`src/rtl/core/bpsc_pkg.sv`:
```
// ----------------------------------------------------------------------------
// bpsc_pkg
// Shared types and constants for the battery power state controller: power
// states, request codes, charge status codes, register map and the charge
// estimate constants.
// ----------------------------------------------------------------------------
package bpsc_pkg;

  // Power state machine
  typedef enum logic [1:0] {
    PS_STANDBY  = 2'd0,
    PS_POWERED  = 2'd1,
    PS_EXT_DOWN = 2'd2
  } pwr_mode_e;

  // User request codes
  typedef enum logic [1:0] {
    REQ_NONE        = 2'd0,
    REQ_UP          = 2'd1,
    REQ_UP_EXT_DOWN = 2'd2,
    REQ_DOWN        = 2'd3
  } request_e;

  // Charger status codes
  typedef enum logic [1:0] {
    CS_NOT_CHARGING = 2'd0,
    CS_FAST         = 2'd1,
    CS_COMPLETE     = 2'd2
  } charge_status_e;

  // Register map, word index = paddr[3:2]
  typedef enum logic [1:0] {
    REG_AUTO_RECOVER = 2'd0,
    REG_EXT_DOWN_THR = 2'd1,
    REG_CRIT_THR     = 2'd2,
    REG_RECOVER_HYST = 2'd3
  } cfg_idx_e;

  localparam int unsigned ApbAddrW = 4;
  localparam int unsigned ApbDataW = 32;

  localparam int unsigned MvW     = 13;
  localparam int unsigned ChargeW = 10;
  localparam int unsigned ThrW    = 10;

  // Samples at or below this are treated as invalid
  localparam logic [MvW-1:0] MvValidMin = 13'd100;
  localparam logic [MvW-1:0] VsysLowMv  = 13'd3000;

  // Charge estimate: (14292*mV - 45293000) / 10000 between the clamp points
  localparam logic [MvW-1:0]     ChgMvLo    = 13'd3170;
  localparam logic [MvW-1:0]     ChgMvHi    = 13'd3868;
  localparam logic [13:0]        ChgSlope   = 14'd14292;
  localparam int unsigned        ChgOffset  = 45293000;
  // Numerator at the lower clamp point, so the span only needs mV - 3170
  localparam int unsigned        ChgBase    = 14292 * 3170 - ChgOffset;
  localparam int unsigned        ChgSpanW   = 10;
  localparam int unsigned        ChgNumW    = 24;
  // Reciprocal of 10000 scaled by 2^38, rounded up; exact for numerators < 2^24
  localparam logic [24:0]        ChgRecip   = 25'd27487791;
  localparam int unsigned        ChgShift   = 38;
  localparam int unsigned        ChgProdW   = ChgNumW + 25;
  localparam logic [ChargeW-1:0] ChgFull    = 10'd1000;
  localparam logic [ChargeW-1:0] ChgDoneMin = 10'd950;

  // Reset values of the configuration registers
  localparam logic            AutoRecoverRst = 1'b1;
  localparam logic [ThrW-1:0] ExtDownThrRst  = 10'd150;
  localparam logic [ThrW-1:0] CritThrRst     = 10'd50;
  localparam logic [ThrW-1:0] RecoverHystRst = 10'd100;

  // One result item
  typedef struct packed {
    pwr_mode_e            pwr_mode;
    logic                 rail_3v3_on;
    logic                 rail_5v_10v_on;
    logic                 rail_12v_off;
    logic                 vref_on;
    logic [ChargeW-1:0]   charge_tenths;
    charge_status_e       charge_status;
    logic                 ext_source;
    logic                 vsys_low;
  } result_t;

endpackage

```
`src/rtl/core/bpsc_charge_est.sv`:
```
// ----------------------------------------------------------------------------
// bpsc_charge_est
// Two-stage charge estimate from the stored battery voltage: a slope multiply
// then a reciprocal multiply for the divide by 10000, with clamping.
// ----------------------------------------------------------------------------
module bpsc_charge_est (
  input  logic                          clk_i,
  input  logic [bpsc_pkg::MvW-1:0]      mv_i,
  output logic [bpsc_pkg::ChargeW-1:0]  charge_o,
  output logic                          vsys_low_o
);

  logic [bpsc_pkg::ChgSpanW-1:0] span;
  logic [bpsc_pkg::ChgNumW-1:0]  num_d, num_q;
  logic                          lo_d, lo_q;
  logic                          hi_d, hi_q;
  logic                          vlow_d, vlow_q;
  logic [bpsc_pkg::ChgProdW-1:0] prod;
  logic [bpsc_pkg::ChargeW-1:0]  charge_d, charge_q;
  logic                          vlow2_q;

  // Stage A: numerator relative to the lower clamp point, plus range flags
  assign span   = bpsc_pkg::ChgSpanW'(mv_i - bpsc_pkg::ChgMvLo);
  assign num_d  = bpsc_pkg::ChgNumW'(bpsc_pkg::ChgSlope * span)
                + bpsc_pkg::ChgNumW'(bpsc_pkg::ChgBase);
  assign lo_d   = mv_i < bpsc_pkg::ChgMvLo;
  assign hi_d   = mv_i > bpsc_pkg::ChgMvHi;
  assign vlow_d = mv_i < bpsc_pkg::VsysLowMv;

  always_ff @(posedge clk_i) begin
    num_q  <= num_d;
    lo_q   <= lo_d;
    hi_q   <= hi_d;
    vlow_q <= vlow_d;
  end

  // Stage B: divide by 10000 as multiply by scaled reciprocal, then clamp
  assign prod = bpsc_pkg::ChgProdW'(num_q) * bpsc_pkg::ChgProdW'(bpsc_pkg::ChgRecip);

  always_comb begin
    if (lo_q) begin
      charge_d = '0;
    end else if (hi_q) begin
      charge_d = bpsc_pkg::ChgFull;
    end else begin
      charge_d = prod[bpsc_pkg::ChgShift +: bpsc_pkg::ChargeW];
    end
  end

  always_ff @(posedge clk_i) begin
    charge_q <= charge_d;
    vlow2_q  <= vlow_q;
  end

  assign charge_o   = charge_q;
  assign vsys_low_o = vlow2_q;

endmodule

```
`src/rtl/core/bpsc_out_fifo.sv`:
```
// ----------------------------------------------------------------------------
// bpsc_out_fifo
// Small result buffer between the state update and the output channel.
// Writer guarantees room; reads are the output channel transfers.
// ----------------------------------------------------------------------------
module bpsc_out_fifo #(
  parameter int unsigned Depth = 8
) (
  input  logic                clk_i,
  input  logic                rst_ni,
  input  logic                wr_i,
  input  bpsc_pkg::result_t   wr_data_i,
  input  logic                rd_i,
  output logic                valid_o,
  output bpsc_pkg::result_t   rd_data_o
);

  localparam int unsigned PtrW = (Depth > 1) ? $clog2(Depth) : 1;
  localparam int unsigned CntW = $clog2(Depth + 1);

  bpsc_pkg::result_t mem_q [Depth];
  logic [PtrW-1:0]   wr_ptr_q, wr_ptr_d;
  logic [PtrW-1:0]   rd_ptr_q, rd_ptr_d;
  logic [CntW-1:0]   cnt_q, cnt_d;

  // Storage write
  always_ff @(posedge clk_i) begin
    if (wr_i) begin
      mem_q[wr_ptr_q] <= wr_data_i;
    end
  end

  // Pointer and fill count
  always_comb begin
    wr_ptr_d = wr_ptr_q;
    rd_ptr_d = rd_ptr_q;
    cnt_d    = cnt_q;
    if (wr_i) begin
      wr_ptr_d = (wr_ptr_q == PtrW'(Depth - 1)) ? '0 : wr_ptr_q + 1'b1;
    end
    if (rd_i) begin
      rd_ptr_d = (rd_ptr_q == PtrW'(Depth - 1)) ? '0 : rd_ptr_q + 1'b1;
    end
    if (wr_i && !rd_i) begin
      cnt_d = cnt_q + 1'b1;
    end else if (!wr_i && rd_i) begin
      cnt_d = cnt_q - 1'b1;
    end
  end

  always_ff @(posedge clk_i or negedge rst_ni) begin
    if (!rst_ni) begin
      wr_ptr_q <= '0;
      rd_ptr_q <= '0;
      cnt_q    <= '0;
    end else begin
      wr_ptr_q <= wr_ptr_d;
      rd_ptr_q <= rd_ptr_d;
      cnt_q    <= cnt_d;
    end
  end

  assign valid_o   = cnt_q != '0;
  assign rd_data_o = mem_q[rd_ptr_q];

endmodule

```
`src/rtl/core/battery_power_state_controller_unit.sv`:
```
// ----------------------------------------------------------------------------
// battery_power_state_controller_unit
// Per-tick battery charge estimate and three-state power rail controller
// with an APB-style register port.
// ----------------------------------------------------------------------------
// Takes one update tick per cycle while input ready is high. A tick's result
// becomes ready to transfer after one input register, the two multiply
// stages of the charge estimate, then the power state update that writes the
// result buffer. The result buffer holds OutDepth entries and input ready
// drops once OutDepth ticks are outstanding, so OutDepth must be at least 5
// to sustain one tick per cycle with the output always ready. Registers:
// 0x0 auto recover enable, 0x4 external rail drop threshold, 0x8 critical
// threshold, 0xC recovery hysteresis (charge values in tenths of a percent).
// Write registers only while no ticks are outstanding.
// ----------------------------------------------------------------------------
module battery_power_state_controller_unit #(
  parameter int unsigned OutDepth = 8
) (
  input  logic                                clk_i,
  input  logic                                rst_ni,
  // Register port
  input  logic                                psel,
  input  logic                                penable,
  input  logic                                pwrite,
  input  logic [bpsc_pkg::ApbAddrW-1:0]       paddr,
  input  logic [bpsc_pkg::ApbDataW-1:0]       pwdata,
  output logic [bpsc_pkg::ApbDataW-1:0]       prdata,
  output logic                                pready,
  // Tick input
  input  logic                                in_valid_i,
  output logic                                in_ready_o,
  input  logic [1:0]                          request_i,
  input  logic [bpsc_pkg::MvW-1:0]            battery_mv_i,
  input  logic                                vbus_present_i,
  input  logic                                charging_i,
  input  logic                                shutdown_notified_i,
  // Result output
  output logic                                out_valid_o,
  input  logic                                out_ready_i,
  output logic [1:0]                          pwr_mode_o,
  output logic                                rail_3v3_on_o,
  output logic                                rail_5v_10v_on_o,
  output logic                                rail_12v_off_o,
  output logic                                vref_on_o,
  output logic [bpsc_pkg::ChargeW-1:0]        charge_tenths_o,
  output logic [1:0]                          charge_status_o,
  output logic                                ext_source_o,
  output logic                                vsys_low_o
);

  localparam int unsigned CntW = $clog2(OutDepth + 1);

  typedef struct packed {
    bpsc_pkg::request_e req;
    logic               vbus;
    logic               chg_pin;
    logic               shut;
  } tick_t;

  // Configuration registers
  logic                        auto_rec_q;
  logic [bpsc_pkg::ThrW-1:0]   ext_thr_q;
  logic [bpsc_pkg::ThrW-1:0]   crit_thr_q;
  logic [bpsc_pkg::ThrW-1:0]   hyst_q;
  bpsc_pkg::cfg_idx_e          cfg_idx;
  logic                        cfg_wr;

  // Pipeline
  logic                        in_xfer, out_xfer;
  logic [CntW-1:0]             out_cnt_q, out_cnt_d;
  logic [bpsc_pkg::MvW-1:0]    last_mv_q;
  tick_t                       s1_q, s2_q, s3_q;
  logic                        v1_q, v2_q, v3_q;
  logic [bpsc_pkg::ChargeW-1:0] charge;
  logic                        vlow;

  // Power state machine
  bpsc_pkg::pwr_mode_e         state_q, state_d, st_eff;
  bpsc_pkg::request_e          req_eff;
  logic                        en3_q, en3_d;
  logic                        en5_q, en5_d;
  logic                        off12_q, off12_d;
  logic                        vref_q, vref_d;
  logic                        up_req, up_ok, up_en5, rec_ok, drop_ext, crit;
  logic [bpsc_pkg::ThrW:0]     rec_level;
  bpsc_pkg::charge_status_e    cstat;
  bpsc_pkg::result_t           res, out_res;

  // --------------------------------------------------------------------------
  // Register port
  assign pready  = 1'b1;
  assign cfg_idx = bpsc_pkg::cfg_idx_e'(paddr[3:2]);
  assign cfg_wr  = psel && penable && pwrite;

  always_ff @(posedge clk_i or negedge rst_ni) begin
    if (!rst_ni) begin
      auto_rec_q <= bpsc_pkg::AutoRecoverRst;
      ext_thr_q  <= bpsc_pkg::ExtDownThrRst;
      crit_thr_q <= bpsc_pkg::CritThrRst;
      hyst_q     <= bpsc_pkg::RecoverHystRst;
    end else if (cfg_wr) begin
      unique case (cfg_idx)
        bpsc_pkg::REG_AUTO_RECOVER: auto_rec_q <= pwdata[0];
        bpsc_pkg::REG_EXT_DOWN_THR: ext_thr_q  <= pwdata[bpsc_pkg::ThrW-1:0];
        bpsc_pkg::REG_CRIT_THR:     crit_thr_q <= pwdata[bpsc_pkg::ThrW-1:0];
        bpsc_pkg::REG_RECOVER_HYST: hyst_q     <= pwdata[bpsc_pkg::ThrW-1:0];
        default: ;
      endcase
    end
  end

  // Read-back mux
  always_comb begin
    unique case (cfg_idx)
      bpsc_pkg::REG_AUTO_RECOVER: prdata = bpsc_pkg::ApbDataW'(auto_rec_q);
      bpsc_pkg::REG_EXT_DOWN_THR: prdata = bpsc_pkg::ApbDataW'(ext_thr_q);
      bpsc_pkg::REG_CRIT_THR:     prdata = bpsc_pkg::ApbDataW'(crit_thr_q);
      bpsc_pkg::REG_RECOVER_HYST: prdata = bpsc_pkg::ApbDataW'(hyst_q);
      default:                    prdata = '0;
    endcase
  end

  // --------------------------------------------------------------------------
  // Flow control: count ticks taken but not yet transferred out
  assign in_ready_o = out_cnt_q < CntW'(OutDepth);
  assign in_xfer    = in_valid_i && in_ready_o;
  assign out_xfer   = out_valid_o && out_ready_i;

  always_comb begin
    out_cnt_d = out_cnt_q;
    if (in_xfer && !out_xfer) begin
      out_cnt_d = out_cnt_q + 1'b1;
    end else if (!in_xfer && out_xfer) begin
      out_cnt_d = out_cnt_q - 1'b1;
    end
  end

  // Valid chain and stored battery voltage
  always_ff @(posedge clk_i or negedge rst_ni) begin
    if (!rst_ni) begin
      out_cnt_q <= '0;
      v1_q      <= 1'b0;
      v2_q      <= 1'b0;
      v3_q      <= 1'b0;
      last_mv_q <= '0;
    end else begin
      out_cnt_q <= out_cnt_d;
      v1_q      <= in_xfer;
      v2_q      <= v1_q;
      v3_q      <= v2_q;
      if (in_xfer && (battery_mv_i > bpsc_pkg::MvValidMin)) begin
        last_mv_q <= battery_mv_i;
      end
    end
  end

  // Tick fields travel alongside the charge estimate
  always_ff @(posedge clk_i) begin
    if (in_xfer) begin
      s1_q.req     <= bpsc_pkg::request_e'(request_i);
      s1_q.vbus    <= vbus_present_i;
      s1_q.chg_pin <= charging_i;
      s1_q.shut    <= shutdown_notified_i;
    end
    s2_q <= s1_q;
    s3_q <= s2_q;
  end

  // last_mv_q holds the stored voltage of the tick in stage 1
  bpsc_charge_est u_charge (
    .clk_i      (clk_i),
    .mv_i       (last_mv_q),
    .charge_o   (charge),
    .vsys_low_o (vlow)
  );

  // --------------------------------------------------------------------------
  // State update conditions (stage 3)
  assign st_eff    = (s3_q.req == bpsc_pkg::REQ_DOWN) ? bpsc_pkg::PS_STANDBY : state_q;
  assign req_eff   = (s3_q.req == bpsc_pkg::REQ_DOWN) ? bpsc_pkg::REQ_NONE : s3_q.req;
  assign up_req    = (req_eff == bpsc_pkg::REQ_UP) || (req_eff == bpsc_pkg::REQ_UP_EXT_DOWN);
  assign up_ok     = !vlow || s3_q.vbus;
  assign up_en5    = (req_eff == bpsc_pkg::REQ_UP) && (s3_q.vbus || (charge >= ext_thr_q));
  assign rec_level = {1'b0, ext_thr_q} + {1'b0, hyst_q};
  assign rec_ok    = s3_q.vbus || ({1'b0, charge} >= rec_level);
  assign drop_ext  = (req_eff == bpsc_pkg::REQ_UP_EXT_DOWN)
                  || (!s3_q.vbus && (charge < ext_thr_q));
  assign crit      = !s3_q.vbus && (charge < crit_thr_q);

  // Next state
  always_comb begin
    state_d = state_q;
    if (v3_q) begin
      state_d = st_eff;
      unique case (st_eff)
        bpsc_pkg::PS_STANDBY: begin
          if (up_req && up_ok) begin
            state_d = up_en5 ? bpsc_pkg::PS_POWERED : bpsc_pkg::PS_EXT_DOWN;
          end
        end
        bpsc_pkg::PS_POWERED: begin
          if (drop_ext) begin
            state_d = bpsc_pkg::PS_EXT_DOWN;
          end
        end
        bpsc_pkg::PS_EXT_DOWN: begin
          if (rec_ok && (auto_rec_q || (req_eff == bpsc_pkg::REQ_UP))) begin
            state_d = bpsc_pkg::PS_POWERED;
          end else if ((req_eff != bpsc_pkg::REQ_UP) && crit) begin
            state_d = bpsc_pkg::PS_STANDBY;
          end
        end
        default: state_d = state_q;
      endcase
    end
  end

  // Rail enables
  always_comb begin
    en3_d   = en3_q;
    en5_d   = en5_q;
    off12_d = off12_q;
    vref_d  = vref_q;
    if (v3_q) begin
      unique case (st_eff)
        bpsc_pkg::PS_STANDBY: begin
          if (up_req && up_ok) begin
            en3_d   = 1'b1;
            en5_d   = up_en5;
            off12_d = 1'b0;
            vref_d  = 1'b1;
          end else if (!up_req && s3_q.shut) begin
            // shutdown pulse: everything off, 3V3 included
            en3_d   = 1'b0;
            en5_d   = 1'b0;
            off12_d = 1'b1;
            vref_d  = 1'b0;
          end
        end
        bpsc_pkg::PS_POWERED: begin
          if (drop_ext) begin
            en5_d = 1'b0;
          end
        end
        bpsc_pkg::PS_EXT_DOWN: begin
          if (rec_ok && (auto_rec_q || (req_eff == bpsc_pkg::REQ_UP))) begin
            en5_d = 1'b1;
          end else if ((req_eff != bpsc_pkg::REQ_UP) && crit) begin
            en5_d   = 1'b0;
            off12_d = 1'b1;
            vref_d  = 1'b0;
          end
        end
        default: ;
      endcase
    end
  end

  always_ff @(posedge clk_i or negedge rst_ni) begin
    if (!rst_ni) begin
      state_q <= bpsc_pkg::PS_STANDBY;
      en3_q   <= 1'b1;
      en5_q   <= 1'b0;
      off12_q <= 1'b1;
      vref_q  <= 1'b0;
    end else begin
      state_q <= state_d;
      en3_q   <= en3_d;
      en5_q   <= en5_d;
      off12_q <= off12_d;
      vref_q  <= vref_d;
    end
  end

  // Charger status
  always_comb begin
    if (s3_q.chg_pin) begin
      cstat = bpsc_pkg::CS_FAST;
    end else if (s3_q.vbus && (charge >= bpsc_pkg::ChgDoneMin)) begin
      cstat = bpsc_pkg::CS_COMPLETE;
    end else begin
      cstat = bpsc_pkg::CS_NOT_CHARGING;
    end
  end

  // Result item, values after the tick
  always_comb begin
    res.pwr_mode       = state_d;
    res.rail_3v3_on    = en3_d;
    res.rail_5v_10v_on = en5_d;
    res.rail_12v_off   = off12_d;
    res.vref_on        = vref_d;
    res.charge_tenths  = charge;
    res.charge_status  = cstat;
    res.ext_source     = s3_q.vbus;
    res.vsys_low       = vlow;
  end

  // --------------------------------------------------------------------------
  // Result buffer and output ports
  bpsc_out_fifo #(
    .Depth (OutDepth)
  ) u_out_fifo (
    .clk_i     (clk_i),
    .rst_ni    (rst_ni),
    .wr_i      (v3_q),
    .wr_data_i (res),
    .rd_i      (out_xfer),
    .valid_o   (out_valid_o),
    .rd_data_o (out_res)
  );

  assign pwr_mode_o       = out_res.pwr_mode;
  assign rail_3v3_on_o    = out_res.rail_3v3_on;
  assign rail_5v_10v_on_o = out_res.rail_5v_10v_on;
  assign rail_12v_off_o   = out_res.rail_12v_off;
  assign vref_on_o        = out_res.vref_on;
  assign charge_tenths_o  = out_res.charge_tenths;
  assign charge_status_o  = out_res.charge_status;
  assign ext_source_o     = out_res.ext_source;
  assign vsys_low_o       = out_res.vsys_low;

  // --------------------------------------------------------------------------
  // Assertions

  // outstanding ticks never exceed the buffer
  a_cnt_bound: assert property (@(posedge clk_i) disable iff (!rst_ni)
    out_cnt_q <= CntW'(OutDepth))
    else $error("outstanding tick count exceeds result buffer depth");

  // a buffered result always has a tick accounted for it
  a_out_credit: assert property (@(posedge clk_i) disable iff (!rst_ni)
    out_valid_o |-> (out_cnt_q != '0))
    else $error("result valid with no outstanding tick");

  // powered up: every rail on
  a_powered_rails: assert property (@(posedge clk_i) disable iff (!rst_ni)
    (state_q == bpsc_pkg::PS_POWERED) |-> (en3_q && en5_q && !off12_q && vref_q))
    else $error("rail enables inconsistent with powered state");

  // external rails down: only the external rails off
  a_extdown_rails: assert property (@(posedge clk_i) disable iff (!rst_ni)
    (state_q == bpsc_pkg::PS_EXT_DOWN) |-> (en3_q && !en5_q && !off12_q && vref_q))
    else $error("rail enables inconsistent with external rails down state");

endmodule

```
`config.mk`:
```
export PLATFORM = sky130hd
export DESIGN_NAME = battery_power_state_controller_unit
export DESIGN_NICKNAME = d
export VERILOG_FILES = /design/src/rtl/core/bpsc_pkg.sv /design/src/rtl/core/bpsc_charge_est.sv /design/src/rtl/core/bpsc_out_fifo.sv /design/src/rtl/core/battery_power_state_controller_unit.sv
export SDC_FILE = /design/constraint.sdc
export NUM_CORES = 1
export LEC_CHECK = 0
export BUFFER_PORTS_ARGS = -buffer_cell sky130_fd_sc_hd__clkbuf_2
export CAP_MARGIN = 20
export CORE_MARGIN = 1
export CORE_UTILIZATION = 65
export DETAILED_ROUTE_END_ITERATION = 8
export HOLD_SLACK_MARGIN = 0.06
export MAX_ROUTING_LAYER = met4
export PLACE_DENSITY_LB_ADDON = 0.1
export SLEW_MARGIN = 5
export SYNTH_ARGS = -nofsm -noshare
export SYNTH_HDL_FRONTEND = slang
export SYNTH_SLANG_ARGS = --single-unit
```
`constraint.sdc`:
```
create_clock -name clk_i -period 13.35 [get_ports clk_i]
set_input_delay 2.0025 -clock clk_i [delete_from_list [all_inputs] [get_ports clk_i]]
set_output_delay 2.0025 -clock clk_i [all_outputs]
set_load 0.01 [all_outputs]
```
After elaboration in Yosys (flattened, before gate mapping)
Memories as Yosys holds them, arrays and structs flattened.
Index checks and enable logic that the tools add are counted.
{ "totals": {"ramBits": 160, "ff_bits": 120, "mem_count": 1, "input_bits": 61, "elab_cells": 152, "rom_bits": 0, "latch_bits": 0} }
{ "mem_list": {"columns": ["name", "depth", "width", "rd", "rd_ports_with_merged_regs", "write_ports", "line_no", "source"], "rows": [
  ["u_out_fifo.mem_q", 8, 20, 1, 0, 1, "bpsc_out_fifo.sv:21", "bpsc_pkg::result_t mem_q [Depth];"]
]} }
{ "op_classes": {"multipliers": 2, "shifts": 0, "n_eq_ne": 11, "magnitude_cmp": 10, "muxes": 44, "n_div": 0, "n_reduce_logical": 39, "n_bitwise": 0, "addsub": 9} }
{ "ops": {"columns": ["operator", "n"], "rows": [
  ["32-bit case mux with 4 select lines", 1],
  ["24-bit by 25-bit multiplier with 48-bit output, second input constant", 1],
  ["13-bit by 12-bit < comparator with 1-bit output, second input constant", 2],
  ["24-bit by 14-bit adder with 24-bit output, second input constant", 1],
  ["12-bit by 10-bit multiplier with 22-bit output, first input constant", 1],
  ["1-bit two-way mux", 22],
  ["10-bit < comparator", 2],
  ["2-bit two-way mux", 10],
  ["1-bit logical AND", 17],
  ["4-bit two-way mux", 4],
  ["13-bit by 12-bit greater-than comparator with 1-bit output, second input constant", 1],
  ["13-bit by 7-bit greater-than comparator with 1-bit output, second input constant", 1],
  ["10-bit by 10-bit adder with 11-bit output", 1],
  ["10-bit by 11-bit >= comparator with 1-bit output", 1],
  ["2-bit == test, second input constant", 5],
  ["10-bit >= comparator", 1],
  ["10-bit >= comparator, second input constant", 1],
  ["10-bit two-way mux", 1],
  ["10-bit by 7-bit subtractor with 10-bit output, second input constant", 1],
  ["4-bit by 1-bit adder with 4-bit output, second input constant", 2],
  ["2-bit AND reduction", 4],
  ["4-bit by 1-bit subtractor with 4-bit output, second input constant", 2],
  ["3-bit by 1-bit adder with 3-bit output, second input constant", 2],
  ["2-bit by 1-bit == test with 1-bit output, second input constant", 3],
  ["13 further kinds", 28]
]} }

Logic depth before layout (Yosys ltp)
Gate-level depths: netlist (run 1).
{ "depth": {"ltp_word": 10, "ltp_mapped": 29, "mapped_depth_nobuf": 28} }

Modules after synthesis
Synthesis (run 1) repeated with hierarchy kept, for this count alone.
{ "hier_totals": {"hier_cells": 2100, "area_unflattened_um2": 24820.1} }
{ "by_module_without_submodules": {"columns": ["mod", "n_inst", "cells_each", "area_per_inst_um2"], "rows": [
  ["bpsc_charge_est", 1, 1389, 13695.6],
  ["bpsc_out_fifo", 1, 297, 6781.5],
  ["battery_power_state_controller_unit", 1, 414, 4342.9]
]} }

Worst setup path before layout (run 1)
No wires, ideal clock.
{ "synth_path": {"path_type": "register to register", "startpoint": "register last_mv_q[1] (netlist bit)", "endpoint": "register u_charge.num_q[23] (netlist bit)", "path_buffers": 1, "path_stages_with_launch": 27, "synth_period_minus_slack_ns": 6.710, "path_slack_ns": 6.640, "arrival_time_ns": 6.638, "path_cell_list": "dfrtp_1 > clkbuf_1 > inv_1 > ha_1 > nor3b_1 > nor2_1 > or3_1 > or2_1 > nand2_1 > inv_1 > nor2_1 > a2bb2oi_1 > ha_1 > fa_1 > fa_1 > fa_1 > ha_1 > and3_1 > a221oi_1 > o21ai_2 > a21o_1 > a21oi_1 > xnor2_1 > nand3_1 > or4b_4 > nor4_2 > xnor2_1"} }
{ "synth_between": {"elab_chain_len": 3} }
{ "synth_lines": {"columns": ["element", "line_no", "source"], "rows": [
  ["start: declaration", "battery_power_state_controller_unit.sv:71", "logic [bpsc_pkg::MvW-1:0] last_mv_q;"],
  ["start signal: assignment", "battery_power_state_controller_unit.sv:152", "last_mv_q <= battery_mv_i;"],
  ["10-bit by 7-bit subtractor with 10-bit output", "bpsc_charge_est.sv:23", "assign span = bpsc_pkg::ChgSpanW'(mv_i - bpsc_pkg::ChgMvLo);"],
  ["12-bit by 10-bit multiplier with 22-bit output", "bpsc_charge_est.sv:24", "assign num_d = bpsc_pkg::ChgNumW'(bpsc_pkg::ChgSlope * span)"],
  ["24-bit by 14-bit adder with 24-bit output", "bpsc_charge_est.sv:25", "+ bpsc_pkg::ChgNumW'(bpsc_pkg::ChgBase);"],
  ["net u_charge.num_d, one bit", "bpsc_charge_est.sv:14", "logic [bpsc_pkg::ChgNumW-1:0] num_d, num_q;"],
  ["end signal: assignment", "bpsc_charge_est.sv:31", "num_q <= num_d;"],
  ["end: declaration", "bpsc_charge_est.sv:14", null]
]} }
The timed path passes the listed nets, and every way through them passes these cells.
A chain may end at the register's enable or synchronous reset.

Worst setup path after layout (run 1)
Ends and elaborated chain as after synthesis.

==> run summary, run 1 <==
Outcome -> complete, no violations
Unrepaired setup endpoints after global routing -> false
Critical Path AT -> 8.00 ns
Post-Route WL -> 51.20 mm
Starting density of the core -> 0.6604
Vias in the first global route -> 15580
R2r setup slk -> 5.83 ns
Clock tree buffer depth -> 3
Final setup fails -> 0
Area grow syn2layout -> 7.739%
Mean Syn Cell Area -> 11.79 um2
CTS Sinks -> 278
Clock-pin slew on the worst setup and hold paths -> 0.06 ns
Antenna diodes -> 0
Root buf cell -> clkbuf_16
Clk_lat worst skew -> 0.56 ns
Critical path capture point type -> register
Post-synthesis sequential area ratio -> 0.3138
Post-Layout Cell Count -> 2619
Slew Limit Headroom -> 0.2748
Max Cap Viol -> 0
Synth Cell Area -> 24120 um2
Worst Max-Slew Pin Slew -> 1.088 ns
R2r endpoint -> u_charge.num_q[23]
Met2 WL -> 25.42 mm
Cells after DPL -> 2563
Worst r2r path cells -> 23
CP startpoint kind -> register
TritonCTS clock tree -> built
Total GRT Usage -> 0.2913
WS Path Type -> reg -> reg
Largest net degree at the start of global routing -> 68
Placer Congestion -> 0.9748
Routed Antenna Nets -> 0
FF+latch count, synth -> 278
CP required -> 13.83 ns
Yosys cell types -> 66
Post-synthesis cell count -> 2045
Initial DRC count -> 698
Die height -> 194.6 um
Post-synth EDFFs -> 165
Crit path max fanout -> 8
Final #Nets -> 2800
Worst hold path depth -> 0
Antenna violations before repair -> 0
Worst-case clock skew -> 0.01633 ns
CTS H-tree depth -> 1
I/O Buffers -> 68
Count of final hold-check violations -> 0
Wire length on met3 -> 1.961 mm
Hold Crit Class -> reg -> reg
Top-area cell type share of the netlist area -> 0.2133
Max Used Layer -> met4
First-pass GRT wire length -> 82.91 mm
Ys flop type -> edfxtp_1
Site row count -> 70
HPWL Detailed -> 41.05 mm
Fin crit period -> 7.520 ns
Post-CTS Resized -> 0
Num CTS Buffers -> 29
# DRC -> 0
Ports -> 116
Hold-fix buffers, CTS -> 0
Origin of the critical flop-to-flop path -> last_mv_q[1]
Worst min-delay path startpoint -> u_charge.vlow_q
Via Count -> 14740
Max Transition Viols Final -> 0
Period utilization -> 0.5633
Core ar. -> 36520 um2
Most frequent cell after synthesis -> inv_1
Drt pass-1 iters -> 7
Top cells by count, synth -> inv_1, ha_1, fa_1
Syn. warnings -> 0
GRT overflow -> 0
Setup Buffers After CTS -> 0
Design area -> 25990 um2
Async S/R FF share, synth -> 0.2410
Die area -> 37880 um2
Top cells by area, synth -> fa_1, edfxtp_1, ha_1
Hold EP -> u_charge.vsys_low_o
Via density -> 5.628
Setup TNS -> 0 ns
Wirelength per Cell -> 19.55 um
Post-synth top area cell -> fa_1
Placed Area -> 24980 um2
Die span in x -> 194.6 um
Fraction of layout cells with a size suffix above 1 -> 0.1223
Post-Route M1 WL -> 22.64 mm
FMAX -> 133.0 MHz
-- area by class of cell --
| class | instances | area (um2) |
|---|---|---|
| Multi-Input combinational cell | 1296 | 14740 |
| Fill cell | 2629 | 10540 |
| Sequential cell | 278 | 7570 |
| Inverter | 441 | 1655 |
| Clock buffer | 38 | 800.8 |
| Tap cell | 468 | 585.6 |
| Timing Repair Buffer | 82 | 455.4 |
| Clock inverter | 16 | 185.2 |
-- state kept, by name, summed over array words and instances (netlist names), 2 cells and up --
name / count
u_out_fifo.mem_q: 160
u_charge.num_q: 22
last_mv_q: 13
crit_thr_q: 10
ext_thr_q: 10
hyst_q: 10
u_charge.charge_o: 10
s1_q: 5
s2_q: 5
out_cnt_q: 4
s3_q: 4
u_out_fifo.cnt_q: 4
u_out_fifo.rd_ptr_q: 3
u_out_fifo.wr_ptr_q: 3
state_q: 2
-- layout by cell type (no fill, tap or decap), types with 17 or more instances in the layout --
master,Yosys,layout
inv_1,441,441
ha_1,354,354
fa_1,257,257
edfxtp_1,165,165
nand2_1,71,71
a21oi_1,67,67
clkbuf_2,0,67
o21ai_0,59,59
mux2_2,58,58
dfrtp_1,54,53
xnor2_1,46,46
dfxtp_1,46,46
nor2_1,50,44
mux4_2,41,41
a21o_1,39,39
xor2_1,36,36
clkbuf_16,0,30
conb_1,2,23
nor3_1,23,21
nand3_1,17,17
-- worst max-delay path by stage --
stage	slack (ns)	cells after the start	startpoint	to
after global routing	5.25	23	last_mv_q[1]	u_charge.num_q[23]
final	5.83	23	last_mv_q[1]	u_charge.num_q[23]
after global placement	5.98	23	last_mv_q[1]	u_charge.num_q[23]
after floorplan	6.64	26	last_mv_q[1]	u_charge.num_q[23]
after CTS	5.84	23	last_mv_q[1]	u_charge.num_q[23]
after detailed placement	5.89	23	last_mv_q[1]	u_charge.num_q[23]
-- kinds of logic after synthesis --
family | count (synthesis) | share of synthesized area
xor gates and xnor gates | 82 | 0.02977
muxes | 103 | 0.06702
adders and majority gates | 611 | 0.3969
and+or+nand+nor | 229 | 0.04611
DFF | 278 | 0.3138
buffers and inverters | 492 | 0.08014
other | 2 | 0.0003114
AOI/OAI and AO/OA | 248 | 0.06593
-- per-layer routing --
layer | vias to the layer above | GRT usage
met3 | 72 | 0.03002
met5 | - | -
li1 | 6968 | -
met4 | 0 | 0.07584
met1 | 7399 | 0.3869
met2 | 301 | 0.4820
-- worst max-delay path: stages, from the launching register on --
cell	delay, ns
dfrtp_1	0.52
inv_1	0.23
ha_1	0.24
nor3b_1	0.32
nor2_1	0.15
xnor2_1	0.69
inv_1	0.19
nor2_1	0.30
a2bb2oi_1	0.22
ha_1	0.28
fa_1	0.52
fa_1	0.58
fa_1	0.46
ha_1	0.38
and3_1	0.20
a221oi_1	0.29
o21ai_2	0.16
a21o_1	0.20
a21oi_1	0.16
xnor2_1	0.22
nand3_1	0.20
or4b_4	0.53
nor4_2	0.26
xnor2_1	0.14
-- per-stage QoR --
stage / setup slack, ns / util / hold slack, ns
5_1_grt: 5.248 / 0.7115 / 0.3368
4_1_cts: 5.836 / 0.7109 / 0.3305
6_report: 5.830 / 0.7115 / 0.3279
3_3_place_gp: 5.977 / 0.6839 / 0.3111
3_5_place_dp: 5.887 / 0.6839 / 0.3157
2_1_floorplan: 6.640 / - / 0.3096
Power of run 1 is left out: the tool's default activity adds up to more than one toggle a clock period on the data nets, which glitch-free logic cannot reach.
==> run 2: changes to the inputs <==
Settings changed: CORE_UTILIZATION 65 to 58.
Clock period 13.35 ns to 6.7 ns, I/O delays scaled along.
==> run 2 against run 1 <==
Die area is 12% higher. Global-route usage is 2.5 points lower. Clock-buffer cell count stayed put. Utilization is 5.5 points lower. Critical path depth is 1 lower. Cell count is 5.1% higher. Sequential cell count stayed put. Clock skew is 0.0073 ns lower. First-iteration DRC count is 3.7% lower. Via count is 1.2% higher.
==> run summary, run 2 (synthesis results as in run 1) <==
Crit. path cell count -> 22 (-4.3%)
Antenna violations before repair -> 0 (unchanged)
Site row count -> 74 (+5.7%)
Critical-path cell list -> ha_1, fa_1, fa_1, inv_1, fa_1, inv_1, fa_1, inv_1, fa_1, inv_1, fa_1, ha_1, o21a_1, o21ai_0, or2_1, a31oi_4, or2_2, a31oi_1, nor4_1, nor3_1, xor2_1, a21oi_1
TritonCTS clock tree -> built
Final setup fails -> 0 (unchanged)
FMAX -> 156.1 MHz (+17%)
CP max stage cell -> fa_1
Critical Path Start -> u_charge.num_q[11]
Die area -> 42410 um2 (+12%)
Kind of cell adding the most delay to the critical path -> adder cells
Wirelength per Cell -> 19.15 um (-2.0%)
Outcome -> complete, no violations
CP startpoint kind -> register
Initial DRC count -> 672 (-3.7%)
Design area -> 26860 um2 (+3.4%)
Fraction of layout cells with a size suffix above 1 -> 0.1666 (+0.04432)
CP required -> 7.14 ns (-6.69 ns)
I/O Buffers -> 68 (unchanged)
Count of final hold-check violations -> 0 (unchanged)
# DRC -> 0 (unchanged)
Fin crit period -> 6.406 ns (-1.115 ns)
Worst r2r path cells -> 22 (-4.3%)
CTS H-tree depth -> 1 (unchanged)
Die span in x -> 205.9 um (+5.8%)
Vias in the first global route -> 15684 (+0.67%)
Peak per-stage delay on the critical path -> 0.59 ns (-0.10 ns)
Area of the multi-input gates -> 14900 um2 (+1.1%)
Fillcell total -> 3162 (+20%)
Hold Crit Class -> reg -> reg
HPWL Detailed -> 42.54 mm (+3.6%)
Slew Limit Headroom -> 0.3144 (+0.03963)
Max Transition Viols Final -> 0 (unchanged)
Clk_lat worst skew -> 0.58 ns (+0.02 ns)
Core ar. -> 40920 um2 (+12%)
Commonest cells after routing, fill and taps aside -> inv_1, ha_1, fa_1
Final #Nets -> 2870 (+2.5%)
GRT overflow -> 0 (unchanged)
R2r setup slk -> 0.29 ns (-5.54 ns)
Commonest non-fill, non-tap cell in the layout -> inv_1
Post-Route WL -> 52.72 mm (+3.0%)
Cells after DPL -> 2694 (+5.1%)
Period utilization -> 0.9561 (+0.3928)
Critical Path AT -> 6.85 ns (-1.15 ns)
Worst-case clock skew -> 0.009042 ns (-0.007283 ns)
Placed Area -> 25570 um2 (+2.4%)
Via density -> 5.417 (-3.8%)
Origin of the critical flop-to-flop path -> u_charge.num_q[11]
Via Count -> 14913 (+1.2%)
CTS Sinks -> 278 (unchanged)
Worst Setup EP -> u_charge.charge_o[6]
Placer Congestion -> 0.9572 (-1.8%)
Largest net degree at the start of global routing -> 68 (unchanged)
WS Path Type -> reg -> reg
Starting density of the core -> 0.5894 (-0.07103)
Top reg by flops -> u_out_fifo.mem_q
Die height -> 205.9 um (+5.8%)
Sequential Area -> 7576 um2 (about the same)
Most used cell, CP -> fa_1
R2r endpoint -> u_charge.charge_o[6]
Num CTS Buffers -> 29 (unchanged)
Root buf cell -> clkbuf_16
Critical path capture point type -> register
Clock-pin slew on the worst setup and hold paths -> 0.06 ns (about the same)
Biggest regs -> u_out_fifo.mem_q x160, u_charge.num_q x22, last_mv_q x13
Area grow syn2layout -> 11.35%
Max Cap Viol -> 0 (unchanged)
First-pass GRT wire length -> 83.62 mm (+0.86%)
Total GRT Usage -> 0.2664 (-0.02484)
Crit path max fanout -> 6 (-2)
Routed Antenna Nets -> 0 (unchanged)
Max FFs per register -> 160 (unchanged)
Ports -> 116 (unchanged)
Worst path bufs/invs -> 4 (+2)
Antenna diodes -> 0 (unchanged)
Clock tree buffer depth -> 3 (unchanged)
Hold-fix buffers, CTS -> 0 (unchanged)
Post-Layout Cell Count -> 2753 (+5.1%)
Drt pass-1 iters -> 5 (-2)
Worst Max-Slew Pin Slew -> 1.025 ns (-0.06323 ns)
[run 2: cell types whose count changed in the layout (fill, tap and decap cells not counted), sizes merged]
cell,delta
buf,+70
[run 2: stage by stage]
stage	TNS (ns)	hold WS, ns	utilization	worst slack, ns
3_3_place_gp	-0.009679	0.3150	0.6247	-0.009679
3_5_place_dp	-0.05705	0.3146	0.6247	-0.03186
4_1_cts	0	0.3294	0.6513	0.006623
2_1_floorplan	0	0.3096	-	0.09584
5_1_grt	-0.01455	0.3342	0.6563	-0.01114
6_report	0	0.3268	0.6563	0.2942
[run 2: layer usage]
layer / global-route usage / vias to the layer above / part of all wire
li1: - / 7105 / -
met1: 0.3498 / 7497 / 0.44
met2: 0.4540 / 241 / 0.50
met3: 0.02681 / 70 / 0.035
met4: 0.04911 / 0 / 0.016
met5: - / - / 0
[run 2: cell type report]
class	count	area share
multi-input cells	1296	0.5547
inverters	441	0.06163
flip-flops and latches	278	0.2821
well taps	532	0.02478
clock buffers	38	0.03252
clock inverters	16	0.007453
repair buffers	152	0.03689
[run 2: worst min-delay path by stage]
stage | startpoint | endpoint | cells past startpoint
after floorplan | s2_q[2] | res[1] | 0
after global placement | s2_q[0] | s3_q[0] | 0
after detailed placement | s2_q[0] | s3_q[0] | 0
after CTS | u_charge.vlow_q | u_charge.vsys_low_o | 0
after global routing | u_charge.vlow_q | u_charge.vsys_low_o | 0
final | u_charge.vlow_q | u_charge.vsys_low_o | 0
[run 2: timing repair]
| item | in CTS | in global routing |
|---|---|---|
| buffers inserted | 0 | 2 |
| resized for setup | 2 | 37 |
| endpoints found under the hold margin | 0 | 0 |
| pin swaps | 0 | 12 |
| setup endpoints to repair | 3 | 10 |
Power of run 2 is left out for the same reason.
==> run 3: changes to the inputs <==
Settings changed: RECOVER_POWER set to 50.
==> run 3 against run 2 <==
The flow now finishes with violations (max-capacitance violations, max-slew violations). First-iteration DRC count increased by 2.8%. Sequential cell count is the same. Wire length shrank 0.10%. Via count shrank 0.15%. Register-to-register slack lost 0.02 ns. Sequential share of layout area increased by 0.051 points. Critical path depth stayed put. Largest cell class unchanged.
==> run summary, run 3 (synthesis results as in run 1) <==
Outcome -> finished, violations left
Failing checks -> max-capacitance violations, max-slew violations
M3 GR Usage -> 0.02681 (unchanged)
Commonest non-fill, non-tap cell in the layout -> inv_1
Fillcell total -> 3176 (+0.44%)
Crit path max fanout -> 6 (unchanged)
R2r endpoint -> u_charge.charge_o[6]
Placer Congestion -> 0.9572 (unchanged)
Most used cell, CP -> fa_1
Critical Path AT -> 6.87 ns (+0.02 ns)
Hold Crit Class -> reg -> reg
Die span in x -> 205.9 um (unchanged)
GR met2 Demand/Resource -> 0.4540 (unchanged)
# DRC -> 0 (unchanged)
Peak per-stage delay on the critical path -> 0.59 ns (about the same)
Via density -> 5.409 (-0.15%)
Vias in the first global route -> 15684 (unchanged)
Area grow syn2layout -> 11.15%
Kind of cell adding the most delay to the critical path -> adder cells
CTS Sinks -> 278 (unchanged)
Clock tree buffer depth -> 3 (unchanged)
Clock-pin slew on the worst setup and hold paths -> 0.06 ns (about the same)
Max Transition Viols Final -> 175 (+175)
Core ar. -> 40920 um2 (unchanged)
CP required -> 7.14 ns (about the same)
FMAX -> 155.6 MHz (-0.34%)
Max Cap Viol -> 5 (+5)
Via Count -> 14891 (-0.15%)
Worst min-delay path startpoint -> u_charge.vlow_q
Final #Nets -> 2870 (unchanged)
GR peak layer -> met2
Critical path capture point type -> register
GRT overflow -> 0 (unchanged)
TritonCTS clock tree -> built
Biggest regs -> u_out_fifo.mem_q x160, u_charge.num_q x22, last_mv_q x13
Site row count -> 74 (unchanged)
Worst-case clock skew -> 0.008681 ns (-0.0003615 ns)
Hold EP -> u_charge.vsys_low_o
Ports -> 116 (unchanged)
Max FFs per register -> 160 (unchanged)
Total GRT Usage -> 0.2664 (unchanged)
Post-Route WL -> 52.67 mm (-0.10%)
Die area -> 42410 um2 (unchanged)
HPWL Detailed -> 42.54 mm (unchanged)
Slew Limit Headroom -> -1.571 (-1.885)
Drt pass-1 iters -> 7 (+2)
Top reg by flops -> u_out_fifo.mem_q
I/O Buffers -> 68 (unchanged)
Period utilization -> 0.9593 (+0.003218)
Worst hold path depth -> 0 (unchanged)
Fin crit period -> 6.427 ns (+0.02156 ns)
Wirelength per Cell -> 19.13 um (-0.10%)
CP max stage cell -> fa_1
Util after Layout -> 0.6551 (-0.001193)
Worst r2r path cells -> 22 (unchanged)
Origin of the critical flop-to-flop path -> u_charge.num_q[11]
R2r setup slk -> 0.27 ns (-0.02 ns)
Starting density of the core -> 0.5894 (unchanged)
CP startpoint kind -> register
Num CTS Buffers -> 29 (unchanged)
Critical-path cell list -> ha_1, fa_1, fa_1, inv_1, fa_1, inv_1, fa_1, inv_1, fa_1, inv_1, fa_1, ha_1, o21a_1, o21ai_0, or2_1, a31oi_4, or2_2, a31oi_1, nor4_1, nor3_1, xor2_1, a21oi_1
Antenna diodes -> 0 (unchanged)
Fraction of layout cells with a size suffix above 1 -> 0.1607 (-0.005853)
Worst Max-Slew Pin Slew -> 3.857 ns (+2.832 ns)
Count of final hold-check violations -> 0 (unchanged)
Final setup fails -> 0 (unchanged)
Worst path bufs/invs -> 4 (unchanged)
Die height -> 205.9 um (unchanged)
Antenna violations before repair -> 0 (unchanged)
WS Path Type -> reg -> reg
Commonest cells after routing, fill and taps aside -> inv_1, ha_1, fa_1
Met1 GRT Util -> 0.3498 (unchanged)
Placed Area -> 25570 um2 (unchanged)
Initial DRC count -> 691 (+2.8%)
Largest net degree at the start of global routing -> 68 (unchanged)
Root buf cell -> clkbuf_16
First-pass GRT wire length -> 83.62 mm (unchanged)
Routed Antenna Nets -> 0 (unchanged)
Design area -> 26810 um2 (-0.18%)
Clk_lat worst skew -> 0.58 ns (about the same)
CTS H-tree depth -> 1 (unchanged)
==> run 3: per-layer routing <==
layer,share of wire,vias to the layer above
met5,0,-
met1,0.44,7475
li1,-,7103
met2,0.50,238
met4,0.016,0
met3,0.035,75
==> run 3: per-stage QoR <==
stage	setup WS [ns]	setup TNS [ns]	instances	hold slack, ns
4_1_cts	0.006623	0	2748	0.3294
3_5_place_dp	-0.03186	-0.05705	2694	0.3146
2_1_floorplan	0.09584	0	2066	0.3096
6_report	0.2726	0	2753	0.3268
5_1_grt	-0.01114	-0.01455	2753	0.3342
3_3_place_gp	-0.009679	-0.009679	2694	0.3150
==> run 3: cell type report <==
type / count / area, um2 / share of cell area
Multi-Input combinational cell: 1296 / 14890 / 0.5552
Tap cell: 532 / 665.6 / 0.02483
Clock inverter: 16 / 200.2 / 0.007467
Timing Repair Buffer: 152 / 954.7 / 0.03561
Inverter: 441 / 1655 / 0.06174
Clock buffer: 38 / 873.3 / 0.03257
Sequential cell: 278 / 7576 / 0.2826
==> run 3: how the worst max path moves through the flow <==
stage                                 to  depth (start not counted)               start
global placement    u_charge.charge_o[9]                         24  u_charge.num_q[21]
finish              u_charge.charge_o[6]                         22  u_charge.num_q[11]
detailed placement  u_charge.charge_o[9]                         24  u_charge.num_q[21]
global route          u_charge.num_q[22]                         25        last_mv_q[2]
CTS                   u_charge.num_q[23]                         25        last_mv_q[2]
floorplan             u_charge.num_q[23]                         26        last_mv_q[1]
==> run 3: repair_timing <==
action                     4_1_cts  5_1_grt
pin swaps                        0       12
setup buffers                    0        2
hold endpoints to repair         0        0
hold buffers                     0        0
setup endpoints to repair        3       10
gates resized for setup          2       37
Power of run 3 is left out for the same reason.
